==> config.mk <==
export PLATFORM = sky130hd
export DESIGN_NAME = resp_command_tokenizer_top
export DESIGN_NICKNAME = d
export VERILOG_FILES = /design/src/resp_tok_pkg.sv /design/src/resp_tok_core.sv /design/src/resp_tok_outq.sv /design/src/resp_command_tokenizer_top.sv
export SDC_FILE = /design/constraint.sdc
export NUM_CORES = 1
export LEC_CHECK = 0
export BUFFER_PORTS_ARGS = -buffer_cell sky130_fd_sc_hd__buf_2
export CORE_UTILIZATION = 65
export DETAILED_ROUTE_END_ITERATION = 6
export PLACE_DENSITY = 0.84
export SLEW_MARGIN = 0
export SYNTH_ARGS = -nofsm -noshare
export SYNTH_HDL_FRONTEND = slang
export SYNTH_SLANG_ARGS = --single-unit
==> constraint.sdc <==
create_clock -name i_clk -period 20.2 [get_ports i_clk]
set_clock_uncertainty 0.2 [all_clocks]
set_input_delay 4.04 -clock i_clk [delete_from_list [all_inputs] [get_ports i_clk]]
set_output_delay 4.04 -clock i_clk [all_outputs]
set_load 0.02 [all_outputs]
==> src/resp_tok_pkg.sv <==
package resp_tok_pkg;

    // Parse limits
    localparam int MAX_ELEMENTS  = 1024;
    localparam int MAX_TOKEN_LEN = 65535;
    localparam int ELEM_W        = $clog2(MAX_ELEMENTS + 1);
    localparam int LEN_W         = $clog2(MAX_TOKEN_LEN + 1);
    localparam int NUM_MAX       = (MAX_ELEMENTS > MAX_TOKEN_LEN) ? MAX_ELEMENTS : MAX_TOKEN_LEN;
    // The accumulator saturates one above the larger limit: any larger value is an error
    localparam int NUM_CAP       = NUM_MAX + 1;
    localparam int NUM_W         = $clog2(NUM_CAP + 1);
    localparam int TOK_W         = 10;
    localparam int MAX_RES       = 3;

    // Result kinds
    localparam logic [1:0] K_BYTE = 2'd0;
    localparam logic [1:0] K_END  = 2'd1;
    localparam logic [1:0] K_OK   = 2'd2;
    localparam logic [1:0] K_ERR  = 2'd3;

    typedef struct packed {
        logic [7:0] byte_in;
        logic       end_of_command;
    } t_cmd_word;

    typedef struct packed {
        logic [1:0]       kind;
        logic [7:0]       token_byte;
        logic [TOK_W-1:0] token_number;
        logic             last_of_run;
    } t_res_word;

    // Results caused by one input word, item 0 first
    typedef struct packed {
        logic [1:0]                  count;
        t_res_word [MAX_RES-1:0]     items;
    } t_res_bundle;

endpackage

==> src/resp_tok_core.sv <==
module resp_tok_core
    import resp_tok_pkg::*;
(
    input  logic        i_clk,
    input  logic        i_rst_n,
    input  logic        i_accept,
    input  t_cmd_word   i_word,
    output t_res_bundle o_bundle
);

    localparam logic [2:0] PH_IDLE  = 3'd0;
    localparam logic [2:0] PH_SPLIT = 3'd1;
    localparam logic [2:0] PH_COUNT = 3'd2;
    localparam logic [2:0] PH_ELEM  = 3'd3;
    localparam logic [2:0] PH_LEN   = 3'd4;
    localparam logic [2:0] PH_DATA  = 3'd5;
    localparam logic [2:0] PH_TCR   = 3'd6;
    localparam logic [2:0] PH_TLF   = 3'd7;

    localparam logic [7:0] CH_STAR   = 8'h2A;
    localparam logic [7:0] CH_DOLLAR = 8'h24;
    localparam logic [7:0] CH_CR     = 8'h0D;
    localparam logic [7:0] CH_LF     = 8'h0A;
    localparam logic [7:0] CH_PLUS   = 8'h2B;
    localparam logic [7:0] CH_MINUS  = 8'h2D;
    localparam logic [7:0] CH_SPACE  = 8'h20;
    localparam logic [7:0] CH_TAB    = 8'h09;
    localparam logic [7:0] CH_ZERO   = 8'h30;
    localparam logic [7:0] CH_NINE   = 8'h39;

    // Number text progress: stage 0 leading space, 1 sign seen, 2 digits, 3 digits ended
    typedef struct packed {
        logic [1:0]       stage;
        logic             neg;
        logic [NUM_W-1:0] acc;
        logic             err;
    } t_num;

    function automatic logic is_space(input logic [7:0] c);
        return (c == CH_SPACE) || ((c >= CH_TAB) && (c <= CH_CR));
    endfunction

    function automatic t_num num_char(input t_num s, input logic [7:0] c);
        t_num             r;
        logic             dig;
        logic [NUM_W+3:0] v;
        r     = s;
        r.err = 1'b0;
        dig   = (c >= CH_ZERO) && (c <= CH_NINE);
        v     = (NUM_W+4)'(s.acc) * (NUM_W+4)'(10) + (NUM_W+4)'(c[3:0]);
        case (s.stage)
            2'd0: begin
                if (is_space(c)) begin
                    r = s;
                end else if ((c == CH_PLUS) || (c == CH_MINUS)) begin
                    r.stage = 2'd1;
                    r.neg   = (c == CH_MINUS);
                end else if (dig) begin
                    r.stage = 2'd2;
                    r.acc   = NUM_W'(c[3:0]);
                end else begin
                    r.err = 1'b1;
                end
            end
            2'd1: begin
                if (dig) begin
                    r.stage = 2'd2;
                    r.acc   = NUM_W'(c[3:0]);
                end else begin
                    r.err = 1'b1;
                end
            end
            2'd2: begin
                if (dig) begin
                    r.acc = (v > (NUM_W+4)'(NUM_CAP)) ? NUM_W'(NUM_CAP) : v[NUM_W-1:0];
                end else begin
                    r.stage = 2'd3;
                end
            end
            default: r = s;
        endcase
        return r;
    endfunction

    function automatic t_res_word mk_res(input logic [1:0] k, input logic [7:0] b,
                                         input logic [TOK_W-1:0] n);
        t_res_word r;
        r.kind         = k;
        r.token_byte   = b;
        r.token_number = n;
        r.last_of_run  = 1'b0;
        return r;
    endfunction

    logic              r_framed, n_framed;
    logic              r_first, n_first;
    logic [2:0]        r_phase, n_phase;
    logic [NUM_W-1:0]  r_acc, n_acc;
    logic [1:0]        r_stage, n_stage;
    logic              r_neg, n_neg;
    logic [ELEM_W-1:0] r_elem, n_elem;
    logic [LEN_W-1:0]  r_left, n_left;
    logic              r_scr, n_scr;
    logic              r_open, n_open;
    logic [TOK_W-1:0]  r_tok, n_tok;
    logic              r_err, n_err;
    logic              r_stop, n_stop;

    logic [7:0]               c;
    logic                     do_split;
    logic                     do_framed;
    logic                     go2;
    logic                     ok;
    t_num                     cur;
    t_num                     t1;
    t_num                     t2;
    logic [1:0]               nres;
    t_res_word [MAX_RES-1:0]  items;

    always_comb begin
        c         = i_word.byte_in;
        n_framed  = r_framed;
        n_first   = r_first;
        n_phase   = r_phase;
        n_acc     = r_acc;
        n_stage   = r_stage;
        n_neg     = r_neg;
        n_elem    = r_elem;
        n_left    = r_left;
        n_scr     = r_scr;
        n_open    = r_open;
        n_tok     = r_tok;
        n_err     = r_err;
        n_stop    = r_stop;
        nres      = 2'd0;
        items     = '0;
        go2       = 1'b1;
        ok        = 1'b0;
        cur       = '{stage: r_stage, neg: r_neg, acc: r_acc, err: 1'b0};
        t1        = cur;
        t2        = cur;
        do_split  = r_first ? (c != CH_STAR) : !r_framed;
        do_framed = !r_first && r_framed;

        if (r_first) begin
            n_first = 1'b0;
            if (c == CH_STAR) begin
                n_framed = 1'b1;
                n_phase  = PH_COUNT;
                n_acc    = '0;
                n_stage  = 2'd0;
                n_neg    = 1'b0;
                n_scr    = 1'b0;
            end else begin
                n_phase = PH_SPLIT;
            end
        end

        // Whitespace-split mode
        if (do_split) begin
            if (is_space(c)) begin
                if (r_open) begin
                    items[nres] = mk_res(K_END, 8'd0, r_tok);
                    nres        = nres + 2'd1;
                    n_tok       = r_tok + TOK_W'(1);
                    n_open      = 1'b0;
                end
            end else begin
                n_open      = 1'b1;
                items[nres] = mk_res(K_BYTE, c, r_tok);
                nres        = nres + 2'd1;
            end
        end

        // Framed mode: ignore everything after an error or a stop
        if (do_framed && !r_err && !r_stop) begin
            unique case (r_phase)
                PH_COUNT, PH_LEN: begin
                    if (r_scr) begin
                        if (c == CH_LF) begin
                            go2 = 1'b0;
                            // Close the number
                            if (r_stage < 2'd2) begin
                                n_err = 1'b1;
                            end else if (r_phase == PH_COUNT) begin
                                if (r_neg || (r_acc == '0) ||
                                    (r_acc > NUM_W'(MAX_ELEMENTS))) begin
                                    n_err = 1'b1;
                                end else begin
                                    n_elem  = ELEM_W'(r_acc);
                                    n_phase = PH_ELEM;
                                    n_acc   = '0;
                                    n_stage = 2'd0;
                                    n_neg   = 1'b0;
                                    n_scr   = 1'b0;
                                end
                            end else begin
                                if ((r_neg && (r_acc != '0)) ||
                                    (r_acc > NUM_W'(MAX_TOKEN_LEN))) begin
                                    n_err = 1'b1;
                                end else begin
                                    n_left  = LEN_W'(r_acc);
                                    n_phase = (r_acc == '0) ? PH_TCR : PH_DATA;
                                    n_acc   = '0;
                                    n_stage = 2'd0;
                                    n_neg   = 1'b0;
                                    n_scr   = 1'b0;
                                end
                            end
                        end else begin
                            // A lone CR is part of the number text
                            t1 = num_char(cur, CH_CR);
                            if (t1.err) begin
                                n_err = 1'b1;
                                go2   = 1'b0;
                            end else begin
                                cur   = t1;
                                n_scr = 1'b0;
                            end
                        end
                    end
                    if (go2) begin
                        if (c == CH_CR) begin
                            n_scr = 1'b1;
                        end else begin
                            t2 = num_char(cur, c);
                            cur = t2;
                            if (t2.err) begin
                                n_err = 1'b1;
                            end
                        end
                        n_acc   = cur.acc;
                        n_stage = cur.stage;
                        n_neg   = cur.neg;
                    end
                end
                PH_ELEM: begin
                    if (c == CH_DOLLAR) begin
                        n_phase = PH_LEN;
                        n_acc   = '0;
                        n_stage = 2'd0;
                        n_neg   = 1'b0;
                        n_scr   = 1'b0;
                    end else begin
                        n_stop = 1'b1;
                    end
                end
                PH_DATA: begin
                    items[nres] = mk_res(K_BYTE, c, r_tok);
                    nres        = nres + 2'd1;
                    n_left      = r_left - LEN_W'(1);
                    if (n_left == '0) begin
                        n_phase = PH_TCR;
                    end
                end
                PH_TCR: begin
                    if (c == CH_CR) begin
                        n_phase = PH_TLF;
                    end else begin
                        n_err = 1'b1;
                    end
                end
                PH_TLF: begin
                    if (c != CH_LF) begin
                        n_err = 1'b1;
                    end else begin
                        items[nres] = mk_res(K_END, 8'd0, r_tok);
                        nres        = nres + 2'd1;
                        n_tok       = r_tok + TOK_W'(1);
                        n_elem      = r_elem - ELEM_W'(1);
                        if (n_elem == '0) begin
                            n_stop = 1'b1;
                        end else begin
                            n_phase = PH_ELEM;
                        end
                    end
                end
                default: begin
                end
            endcase
        end

        // End of command: close any open token, add status, return to reset state
        if (i_word.end_of_command) begin
            if (!n_framed) begin
                if (n_open) begin
                    items[nres] = mk_res(K_END, 8'd0, n_tok);
                    nres        = nres + 2'd1;
                end
                ok = 1'b1;
            end else if (n_err) begin
                ok = 1'b0;
            end else begin
                ok = n_stop || (n_phase == PH_ELEM);
            end
            items[nres] = mk_res(ok ? K_OK : K_ERR, 8'd0, '0);
            nres        = nres + 2'd1;
            n_framed = 1'b0;
            n_first  = 1'b1;
            n_phase  = PH_IDLE;
            n_acc    = '0;
            n_stage  = 2'd0;
            n_neg    = 1'b0;
            n_elem   = '0;
            n_left   = '0;
            n_scr    = 1'b0;
            n_open   = 1'b0;
            n_tok    = '0;
            n_err    = 1'b0;
            n_stop   = 1'b0;
        end

        if (nres != 2'd0) begin
            items[nres - 2'd1].last_of_run = 1'b1;
        end
        o_bundle.count = nres;
        o_bundle.items = items;
    end

    always_ff @(posedge i_clk) begin
        if (!i_rst_n) begin
            r_framed <= 1'b0;
            r_first  <= 1'b1;
            r_phase  <= PH_IDLE;
            r_acc    <= '0;
            r_stage  <= 2'd0;
            r_neg    <= 1'b0;
            r_elem   <= '0;
            r_left   <= '0;
            r_scr    <= 1'b0;
            r_open   <= 1'b0;
            r_tok    <= '0;
            r_err    <= 1'b0;
            r_stop   <= 1'b0;
        end else if (i_accept) begin
            r_framed <= n_framed;
            r_first  <= n_first;
            r_phase  <= n_phase;
            r_acc    <= n_acc;
            r_stage  <= n_stage;
            r_neg    <= n_neg;
            r_elem   <= n_elem;
            r_left   <= n_left;
            r_scr    <= n_scr;
            r_open   <= n_open;
            r_tok    <= n_tok;
            r_err    <= n_err;
            r_stop   <= n_stop;
        end
    end

endmodule

==> src/resp_tok_outq.sv <==
module resp_tok_outq
    import resp_tok_pkg::*;
(
    input  logic        i_clk,
    input  logic        i_rst_n,
    input  logic        i_load,
    input  t_res_bundle i_bundle,
    output logic        o_free,
    output logic        o_valid,
    input  logic        i_ready,
    output t_res_word   o_word
);

    t_res_word [MAX_RES-1:0] r_items;
    logic [1:0]              r_cnt, n_cnt;
    logic [1:0]              r_idx, n_idx;

    // Room for a new bundle once at most the last result is leaving now
    assign o_free  = (r_cnt == 2'd0) || ((r_cnt == 2'd1) && i_ready);
    assign o_valid = (r_cnt != 2'd0);
    assign o_word  = r_items[r_idx];

    always_comb begin
        n_cnt = r_cnt;
        n_idx = r_idx;
        if (o_valid && i_ready) begin
            n_cnt = r_cnt - 2'd1;
            n_idx = r_idx + 2'd1;
        end
        if (i_load && (i_bundle.count != 2'd0)) begin
            n_cnt = i_bundle.count;
            n_idx = 2'd0;
        end
    end

    always_ff @(posedge i_clk) begin
        if (!i_rst_n) begin
            r_cnt <= 2'd0;
            r_idx <= 2'd0;
        end else begin
            r_cnt <= n_cnt;
            r_idx <= n_idx;
        end
    end

    always_ff @(posedge i_clk) begin
        if (i_load && (i_bundle.count != 2'd0)) begin
            r_items <= i_bundle.items;
        end
    end

    a_load_shows: assert property (@(posedge i_clk) disable iff (!i_rst_n)
        (i_load && (i_bundle.count != 2'd0)) |=> o_valid)
        else $error("loaded results not presented");

    a_no_early_free: assert property (@(posedge i_clk) disable iff (!i_rst_n)
        (r_cnt > 2'd1) |-> !o_free)
        else $error("queue reported free with results pending");

    a_last_at_end: assert property (@(posedge i_clk) disable iff (!i_rst_n)
        (o_valid && o_word.last_of_run) |-> (r_cnt == 2'd1))
        else $error("last_of_run shown before final result of word");

    a_no_overrun: assert property (@(posedge i_clk) disable iff (!i_rst_n)
        (i_load && (i_bundle.count != 2'd0)) |-> o_free)
        else $error("bundle loaded over pending results");

endmodule

==> src/resp_command_tokenizer_top.sv <==
// Latency: the first result of a word is presented the cycle after the word is accepted.
// Throughput: one word per cycle while each word yields at most one result and the
// output is ready; a word that yields two or three results holds the input until all
// but its last result have left, since the output port drains one result per cycle while ready.
// Reset: synchronous, active low; clears parser state and drops queued results.
module resp_command_tokenizer_top
    import resp_tok_pkg::*;
(
    input  logic      i_clk,
    input  logic      i_rst_n,
    input  logic      i_in_valid,
    output logic      o_in_ready,
    input  t_cmd_word i_in_word,
    output logic      o_out_valid,
    input  logic      i_out_ready,
    output t_res_word o_out_word
);

    // The parser updates its state in the same cycle a word is accepted and hands all
    // results of that word to the output queue as one bundle. Every word, even one that
    // causes no result, waits until the queue has room for a new bundle.
    logic        in_accept;
    logic        q_free;
    t_res_bundle bundle;

    assign o_in_ready = q_free;
    assign in_accept  = i_in_valid && q_free;

    resp_tok_core u_core (
        .i_clk    (i_clk),
        .i_rst_n  (i_rst_n),
        .i_accept (in_accept),
        .i_word   (i_in_word),
        .o_bundle (bundle)
    );

    // Hold the results of one word and present them one result per handshake
    resp_tok_outq u_outq (
        .i_clk    (i_clk),
        .i_rst_n  (i_rst_n),
        .i_load   (in_accept),
        .i_bundle (bundle),
        .o_free   (q_free),
        .o_valid  (o_out_valid),
        .i_ready  (i_out_ready),
        .o_word   (o_out_word)
    );

endmodule

==> impl_metrics.py, run 1 <==
metrics = {
    "outcome": {
        "status": "complete, no violations",
    },
    "clock_tree": {
        "cts_buffers": 17,
        "htreeDepth": 4,
        "clk_pin_slew_ps": 60,
        "cts_setup_buffers": 0,
        "numClockSinks": 125,
        "clk_latency_ps": 430,
        "postCtsResizedCells": 0,
        "ctsHoldBuffers": 0,
        "clock_path_buffers": 2,
        "tritoncts": "built",
        "root_buffer": "clkbuf_16",
    },
    "detailed_routing": {
        "wirelength_um": 28700,
        "wl_per_cell_um": 18.8,
        "drcViolationCount": 0,
        "vias_per_cell": 6.69,
        "antenna_left": 0,
        "first_iter_violations": 1338,
        "num_vias": 10200,
        "dr.pass1.iters": 7,
    },
    "timing": {
        "setup_ws_ps": 11540,
        "fin_tns_setup_ps": 0,
        "period_needed_ps": 8660,
        "rsz0062_at_grt": "false",
        "setup_viol": 0,
        "fmax_mhz": 115,
        "min_period_over_period_pct": 42.9,
        "hold_violations": 0,
        "slew_violations": 0,
        "hold-worst-slack_ps": 308,
        "tightest_slew_ps": 1050,
        "slew_headroom_pct": 30.1,
    },
    "floorplan": {
        "io_pins": 36,
        "start_util_pct": 66.7,
        "dieArea_mm2": 0.0162,
        "core-area_mm2": 0.0153,
        "num_rows": 45,
        "dieWidth_um": 127,
        "die_y_um": 127,
    },
    "global_route": {
        "grt_pass1_vias": 9219,
        "grt_usage_pct": 35.6,
        "grt_start_max_net_pins": 50,
        "antenna_found_initial": 0,
        "overflow": 0,
        "grt_pass1_wl_um": 45800,
    },
    "final_layout": {
        "final_nets": 1368,
        "syn2layout_area_growth_pct": 8.29,
        "drive_gt1_share_pct": 9.79,
        "final_common_cell": "nor2_1",
        "antenna_cells": 0,
        "nFillCells": 1179,
        "layout_common_cells": "nor2_1 (172), nand2_1 (129), a21oi_1 (121), o21ai_0 (81), dfxtp_1 (70)",
    },
    "yosys": {
        "synth_top_cell_by_area": "edfxtp_1",
        "synth_cell_types": 95,
        "synth_area_leaders": "edfxtp_1 (16%), dfxtp_1 (14%), nor2_1 (6.3%)",
        "synth_top_area_share_pct": 16.2,
        "ys_seq_area_share_pct": 30.0,
        "avgSynthCellArea_um2": 7.77,
        "ys.flop_type": "dfxtp_1",
        "synth-edff-count": 55,
        "synthCells": 1311,
        "synth_area_mm2": 0.0102,
        "ys_warn_count": 0,
        "ys_ff_latch": 125,
        "async_flop_share_pct": 0,
    },
    "worst_setup_path": {
        "worstPathMaxFanout": 3,
        "worstPathArrival_ps": 4420,
        "crit_path_start_kind": "primary input",
        "required_ps": 15960,
        "cp-end-kind": "output pin",
        "r2r_slack_ps": 15230,
        "crit_type": "in -> out",
    },
    "placed_design": {
        "io_buffers": 35,
        "preCtsSetupSlack_ps": 11210,
        "gp_congestion": 0.958,
        "hpwlAfterDp_um": 19500,
    },
    "flow_run": {
        "maxCapViolations": 0,
    },
    "power": {
        "ir_drop_v": 0.0000561,
        "p_per_area_mw_per_mm2": 62.3,
        "leakagePower_nw": 4.24,
    },
    "hold_path": {
        "hold_path_class": "reg -> reg",
    },
}
[registers in the layout, summed over array words and instances (netlist names)]
signal,cells
u_core.r_tok,10
u_core.r_stop,1
u_outq.r_idx,2
u_outq.r_items,55
u_core.r_scr,1
u_core.r_phase,3
u_core.r_stage,2
u_core.r_first,1
u_core.r_err,1
u_core.r_left,16
u_core.r_neg,1
u_core.r_acc,17
u_core.r_framed,1
u_core.r_elem,11
u_outq.r_cnt,2
u_core.r_open,1
[path summary, 6_finish.rpt]
kind,startpoint,to,depth (start not counted)
min reg2reg,u_core.r_elem[10]$_SDFFE_PN0P_,u_core.r_elem[10]$_SDFFE_PN0P_,2
max reg2reg,u_core.r_phase[1]$_SDFFE_PN0P_,u_outq.r_items[9]$_DFFE_PP_,10
min,u_core.r_elem[10]$_SDFFE_PN0P_,u_core.r_elem[10]$_SDFFE_PN0P_,2
max,i_out_ready,o_in_ready,4
[cells by family (layout without fill, tap and decap cells)]
group | after synthesis | in the layout | share of synthesized area (%)
AOI/OAI and AO/OA | 382 | 382 | 24.2
other | 1 | 8 | 0.0368
and+or+nand+nor | 562 | 562 | 28.1
buffers and inverters | 117 | 117 | 4.49
DFF | 125 | 125 | 30.0
xor gates and xnor gates | 44 | 44 | 3.86
adders and majority gates | 50 | 50 | 6.29
muxes | 30 | 30 | 3.05
[critical path, stage by stage]
cell	delay, ps
buf_2	100
nand2_1	50
nand2_1	70
buf_2	160
[synthesized netlist by cell type (all sizes together), types with 7 or more instances]
| cell type | n |
|---|---|
| nand2 | 130 |
| o21ai | 87 |
| buf | 10 |
| o211ai | 10 |
| nand2b | 15 |
| inv | 35 |
| o2111ai | 7 |
| o21a | 8 |
| and2 | 29 |
| a22oi | 12 |
| nand4 | 18 |
| and3 | 17 |
| or3 | 8 |
| or4 | 11 |
| a21oi | 125 |
| edfxtp | 55 |
| o22ai | 7 |
| a21o | 11 |
| a21boi | 7 |
| xnor2 | 30 |
| a2111oi | 15 |
| nor4 | 21 |
| nor2b | 13 |
| nand3 | 43 |
| or2 | 8 |
| nand3b | 8 |
| mux2i | 25 |
| nor2 | 172 |
| clkbuf | 72 |
| ha | 48 |
| o31ai | 12 |
| nor3 | 41 |
| a31oi | 12 |
| xor2 | 14 |
| dfxtp | 70 |
| a211oi | 17 |
[routing by layer]
| layer | share of wire, % | global-route usage (%) | vias to the layer above |
|---|---|---|---|
| met1 | 39 | 43.7 | 4672 |
| met3 | 9.9 | 7.37 | 156 |
| met2 | 45 | 58.7 | 589 |
| met5 | 0 | 0 | - |
| met4 | 5.7 | 19.7 | 0 |
| li1 | - | - | 4815 |
[area by class of cell]
type,instances,area (um^2),share of cell area (%)
clock buffers,17,425,3.86
clock inverters,15,145,1.32
inverters,35,131,1.19
multi-input cells,1076,6720,60.9
flip-flops and latches,125,3050,27.7
well taps,211,264,2.39
repair buffers,50,288,2.61
[power breakdown]
group	internal [mW]	leakage [nW]	switching, mW
Clock	0.163	0.272	0.135
Combinational	0.0287	2.86	0.0673
Sequential	0.285	1.10	0.00739
[per-stage QoR]
| stage | area, um^2 | total power, mW | utilization (%) | instances |
|---|---|---|---|---|
| floorplan | 10200 | 0.363 | - | 1318 |
| global placement | 10500 | 0.388 | 68.5 | 1497 |
| detailed placement | 10500 | 0.391 | 68.5 | 1497 |
| CTS | 11000 | 0.684 | 72.3 | 1529 |
| global route | 11000 | 0.707 | 72.3 | 1529 |
| finish | 11000 | 0.687 | 72.3 | 1529 |
(Power assumes the default switching activity.)
==> inputs of run 2 (changes only) <==
CORE_UTILIZATION = 64   (was 65)
PLACE_DENSITY = 0.83   (was 0.84)
clock period = 8.85 ns   (was 20.2 ns; I/O delays follow)
==> run 2 against run 1 <==
  * Cell area down 0.16%
  * Critical endpoint is now u_outq.r_items[7]$_DFFE_PP_
  * Combinational power grew 130%
  * Clock-buffer cell count is the same
  * Global-route usage down 0.80 points
  * Register-to-register slack got worse by 11000 ps
  * Sequential power increased by 130%
  * Via count fell by 1.3%
  * Clock power up 130%
  * Largest cell class unchanged
  * Power rose by 130%
  * Hold slack worse by 28 ps
  * Core utilization down 0.64 points
  * Critical path depth rose by 11
==> impl_metrics.py, run 2 (same netlist as run 1, synthesis figures left out) <==
metrics = {
    "timing": {
        "rsz0062_at_grt": "false",
        "fmax_mhz": 154,
        "slew_violations": 0,
        "period_needed_ps": 6490,
        "slew_headroom_pct": 32.1,
        "min_period_over_period_pct": 73.4,
        "setup_viol": 0,
        "hold_violations": 0,
        "fin_tns_setup_ps": 0,
        "tightest_slew_ps": 1010,
        "hold-worst-slack_ps": 280,
    },
    "clock_tree": {
        "root_buffer": "clkbuf_16",
        "cts_setup_buffers": 0,
        "clk_latency_ps": 430,
        "htreeDepth": 4,
        "numClockSinks": 125,
        "ctsHoldBuffers": 0,
        "clock_path_buffers": 2,
        "clk_pin_slew_ps": 60,
        "cts_buffers": 17,
        "tritoncts": "built",
        "postCtsResizedCells": 0,
    },
    "worst_setup_path": {
        "crit_type": "in -> reg",
        "cp_slowest_stage_delay_ps": 790,
        "required_ps": 8760,
        "crit_path_cell_trace": "buf_2 -> nor4b_2 -> nand3_1 -> nand2_1 -> a21oi_1 -> ha_1 -> nor2_1 -> o21bai_1 -> ha_1 -> nor2_1 -> nor2_1 -> ha_1 -> mux2_2 -> a21oi_4 -> buf_4",
        "path_buf_inv": 2,
        "cp_slowest_cell": "a21oi_4",
        "worstPathArrival_ps": 6400,
        "worstPathMaxFanout": 34,
        "cp_top_family": "simple AND/OR/NAND/NOR gates",
        "cp-end-kind": "flop",
        "crit_path_start_kind": "primary input",
    },
    "final_layout": {
        "drive_gt1_share_pct": 9.51,
        "syn2layout_area_growth_pct": 8.12,
        "nFillCells": 1245,
        "top_register": "u_outq.r_items",
        "reg_top3": "u_outq.r_items: 55 flops, u_core.r_acc: 17 flops, u_core.r_left: 16 flops",
        "final_common_cell": "nor2_1",
        "layoutNonFillerInstCount": 1526,
        "largest_reg_flops": 55,
        "final_nets": 1365,
        "layout_common_cells": "nor2_1 (172), nand2_1 (129), a21oi_1 (121), o21ai_0 (81), dfxtp_1 (70)",
        "antenna_cells": 0,
    },
    "floorplan": {
        "dieArea_mm2": 0.0164,
        "die_y_um": 128,
        "start_util_pct": 66.2,
        "io_pins": 36,
        "dieWidth_um": 128,
        "core-area_mm2": 0.0154,
        "num_rows": 45,
    },
    "detailed_routing": {
        "drcViolationCount": 0,
        "vias_per_cell": 6.62,
        "first_iter_violations": 1298,
        "num_vias": 10100,
        "wl_per_cell_um": 18.4,
        "wirelength_um": 28000,
        "antenna_left": 0,
        "dr.pass1.iters": 6,
    },
    "global_route": {
        "grt_pass1_vias": 9213,
        "grt_pass1_wl_um": 45400,
        "grt_start_max_net_pins": 50,
        "grt_usage_pct": 34.8,
        "overflow": 0,
        "antenna_found_initial": 0,
    },
    "placed_design": {
        "hpwlAfterDp_um": 19200,
        "io_buffers": 35,
        "gp_congestion": 0.956,
        "dp_cells": 1494,
    },
    "power": {
        "p_per_area_mw_per_mm2": 143,
        "leakagePower_nw": 4.23,
        "ir_drop_v": 0.000125,
    },
    "outcome": {
        "status": "complete, no violations",
    },
    "hold_path": {
        "hold_path_class": "reg -> reg",
    },
    "flow_run": {
        "maxCapViolations": 0,
    },
}
==> run 2: layer usage <==
layer	wire length [um]	GRT usage, %
met1	11400	43.7
met5	0	0
met3	2550	5.93
met4	1230	19.0
met2	12800	57.0
==> run 2: through the flow <==
stage	cell area (um^2)	worst slack [ps]	util, %	power (mW)
after floorplan	10200	1020	-	0.828
after global placement	10400	2060	67.9	0.885
after detailed placement	10400	1930	67.9	0.891
after CTS	11000	2360	71.6	1.57
after global routing	11000	1980	71.6	1.63
final	11000	2360	71.6	1.58
==> run 2: final cells by class <==
class | count | area, um^2 | area share (%)
clock buffer | 17 | 425 | 3.86
clock inverter | 15 | 150 | 1.36
inverter | 35 | 131 | 1.19
multi-input combinational | 1076 | 6720 | 61.0
sequential | 125 | 3050 | 27.7
tap | 211 | 264 | 2.40
timing repair buffer | 47 | 265 | 2.41
==> run 2: tightest hold or removal path, cell delays in order, from the launching register on <==
cell and delay, ps:
dfxtp_1 310, o21ai_0 70, a21oi_1 60
==> run 2: power breakdown <==
group	leakage, nW	total (mW)	internal, mW	switching (mW)
registers	1.10	0.665	0.650	0.0150
clock network	0.278	0.694	0.396	0.299
logic	2.85	0.217	0.0644	0.152
total	4.23	1.58	1.11	0.466
==> run 2: path summary, 6_finish.rpt <==
kind | startpoint | endpoint | slack (ps) | cells past startpoint
worst max-delay path | i_in_word[5] | u_outq.r_items[7]$_DFFE_PP_ | 2360 | 15
worst min-delay path | u_core.r_left[13]$_SDFFE_PN0P_ | u_core.r_left[13]$_SDFFE_PN0P_ | 280 | 2
worst min register to register | u_core.r_left[13]$_SDFFE_PN0P_ | u_core.r_left[13]$_SDFFE_PN0P_ | 280 | 2
worst max register to register | u_core.r_phase[1]$_SDFFE_PN0P_ | u_outq.r_items[7]$_DFFE_PP_ | 3790 | 10
==> inputs of run 3 (changes only) <==
CORE_UTILIZATION = 58   (was 64)
PLACE_DENSITY = 0.79   (was 0.83)
clock period = 5.7 ns   (was 8.85 ns; I/O delays follow)
==> run 3 against run 2 <==
  * The flow now finishes with violations (DRC)
  * Worst setup slack got worse by 1600 ps
  * Critical path depth stayed put
  * Combinational power increased by 54%
  * Hold slack better by 15 ps
  * Largest cell class unchanged
==> impl_metrics.py, run 3 (same netlist as run 1, synthesis figures left out) <==
metrics = {
    "final_layout": {
        "top_register": "u_outq.r_items",
        "layout_common_cells": "nor2_1 (172), nand2_1 (129), a21oi_1 (121), o21ai_0 (81), dfxtp_1 (70)",
        "reg_top3": "u_outq.r_items: 55 flops, u_core.r_acc: 17 flops, u_core.r_left: 16 flops",
        "fin_util_pct": 64.8,
        "largest_reg_flops": 55,
        "antenna_cells": 0,
        "final_area_mm2": 0.0112,
        "final_nets": 1381,
        "drive_gt1_share_pct": 10.7,
        "layoutNonFillerInstCount": 1556,
        "syn2layout_area_growth_pct": 9.70,
        "final_common_cell": "nor2_1",
    },
    "floorplan": {
        "dieWidth_um": 134,
        "core-area_mm2": 0.0172,
        "dieArea_mm2": 0.0181,
        "start_util_pct": 59.1,
        "num_rows": 48,
        "die_y_um": 134,
        "io_pins": 36,
    },
    "clock_tree": {
        "numClockSinks": 125,
        "clk_pin_slew_ps": 60,
        "root_buffer": "clkbuf_16",
        "htreeDepth": 4,
        "cts_setup_buffers": 0,
        "postCtsResizedCells": 0,
        "clk_latency_ps": 430,
        "tritoncts": "built",
        "ctsHoldBuffers": 0,
        "clock_path_buffers": 2,
        "cts_buffers": 17,
    },
    "detailed_routing": {
        "antenna_left": 0,
        "dr.pass1.iters": 7,
        "drcViolationCount": 1,
        "wl_per_cell_um": 18.2,
        "num_vias": 10200,
        "vias_per_cell": 6.56,
        "wirelength_um": 28300,
        "first_iter_violations": 1239,
    },
    "placed_design": {
        "io_buffers": 35,
        "hpwlAfterDp_um": 20000,
        "preCtsSetupSlack_ps": 319,
        "gp_congestion": 0.955,
        "dp_cells": 1524,
        "postPlaceCellArea_mm2": 0.0106,
    },
    "worst_setup_path": {
        "cp-end-kind": "flop",
        "r2r_cells": 13,
        "cp_slowest_stage_delay_ps": 530,
        "worstPathMaxFanout": 39,
        "cp-endpoint": "u_outq.r_items[3]$_DFFE_PP_",
        "crit_path_start_kind": "primary input",
        "r2r_end": "u_core.r_acc[9]$_SDFFE_PN0P_",
        "crit_type": "in -> reg",
        "r2r_slack_ps": 800,
        "worstPathArrival_ps": 4830,
        "crit_path_cell_trace": "buf_2 -> nor4_2 -> nand2_1 -> o32ai_1 -> a21oi_1 -> ha_1 -> nor2_1 -> o21bai_1 -> ha_1 -> nor2_1 -> nor2_1 -> ha_1 -> mux2_2 -> a21oi_4 -> buf_4",
        "required_ps": 5570,
        "cp_slowest_cell": "nor4_2",
        "crit_start": "i_in_word[6]",
        "r2r-start": "u_core.r_acc[1]$_SDFFE_PN0P_",
    },
    "power": {
        "clockPowerShare_pct": 44.4,
        "power_frac_comb_pct": 13.5,
        "p_per_area_mw_per_mm2": 221,
        "leakagePower_nw": 4.32,
        "switchingPower_mw": 0.734,
        "seqPwrFrac_pct": 42.1,
        "switching_share_pct": 29.7,
        "p_int_mw": 1.74,
        "power_mw": 2.47,
        "ir_drop_v": 0.000216,
    },
    "timing": {
        "rsz0062_at_grt": "false",
        "hold-worst-slack_ps": 295,
        "period_needed_ps": 4960,
        "setup_viol": 0,
        "tightest_slew_ps": 1010,
        "slew_headroom_pct": 32.1,
        "min_period_over_period_pct": 87.0,
        "fmax_mhz": 202,
        "slew_violations": 0,
        "hold_violations": 0,
        "setup_ws_ps": 744,
        "fin_tns_setup_ps": 0,
    },
    "hold_path": {
        "hold_path_class": "reg -> reg",
    },
    "global_route": {
        "grt_start_max_net_pins": 49,
        "grt_pass1_vias": 9209,
        "overflow": 0,
        "antenna_found_initial": 0,
        "grt_usage_pct": 31.8,
        "grt_pass1_wl_um": 46300,
    },
    "outcome": {
        "status": "finished with violations",
        "failed_checks": "DRC",
    },
    "flow_run": {
        "maxCapViolations": 0,
    },
}
-- run 3: changes by cell type in the layout (fill, tap and decap cells not counted), sizes merged --
cell    change
buf        +16
clkinv      +1
inv         -1
-- run 3: final cells by class --
cell class,instances,area [um^2]
inverter,35,131
clock inverter,15,173
fill,1445,6070
sequential,125,3050
clock buffer,17,425
timing repair buffer,63,385
multi-input combinational,1076,6720
tap,225,282
-- run 3: how the worst min path moves through the flow --
stage               slack, ps                        endpoint  depth (start not counted)                            from
floorplan                 250  u_core.r_left[13]$_SDFFE_PN0P_                          2  u_core.r_left[13]$_SDFFE_PN0P_
detailed placement        280  u_core.r_left[13]$_SDFFE_PN0P_                          2  u_core.r_left[13]$_SDFFE_PN0P_
global route              310  u_core.r_left[13]$_SDFFE_PN0P_                          2  u_core.r_left[13]$_SDFFE_PN0P_
CTS                       290  u_core.r_left[13]$_SDFFE_PN0P_                          2  u_core.r_left[13]$_SDFFE_PN0P_
global placement          270  u_core.r_left[13]$_SDFFE_PN0P_                          2  u_core.r_left[13]$_SDFFE_PN0P_
finish                    290  u_core.r_left[13]$_SDFFE_PN0P_                          2  u_core.r_left[13]$_SDFFE_PN0P_
-- run 3: per-layer routing --
metal | track usage [%] | vias to the layer above | wire (um) | share of wire, %
met5 | 0 | - | 0 | 0
met4 | 17.0 | 0 | 1390 | 4.9
met3 | 5.41 | 125 | 2180 | 7.7
met2 | 53.2 | 529 | 13100 | 46
met1 | 39.4 | 4693 | 11600 | 41
li1 | - | 4860 | - | -
-- run 3: power by group through the flow --
stage	Sequential [mW]	Combinational [mW]	Clock, mW
floorplan	1.04	0.241	0
global placement	1.06	0.322	0
detailed placement	1.06	0.331	0
CTS	1.04	0.333	1.11
global route	1.04	0.365	1.15
finish	1.04	0.334	1.10
-- run 3: critical path, delay by kind of cell --
family                     cells  cell delay [ps]
AOI/OAI and AO/OA              4             1040
adders and majority gates      3              870
and+or+nand+nor                5              880
muxes                          1              320
buffers and inverters          2              550
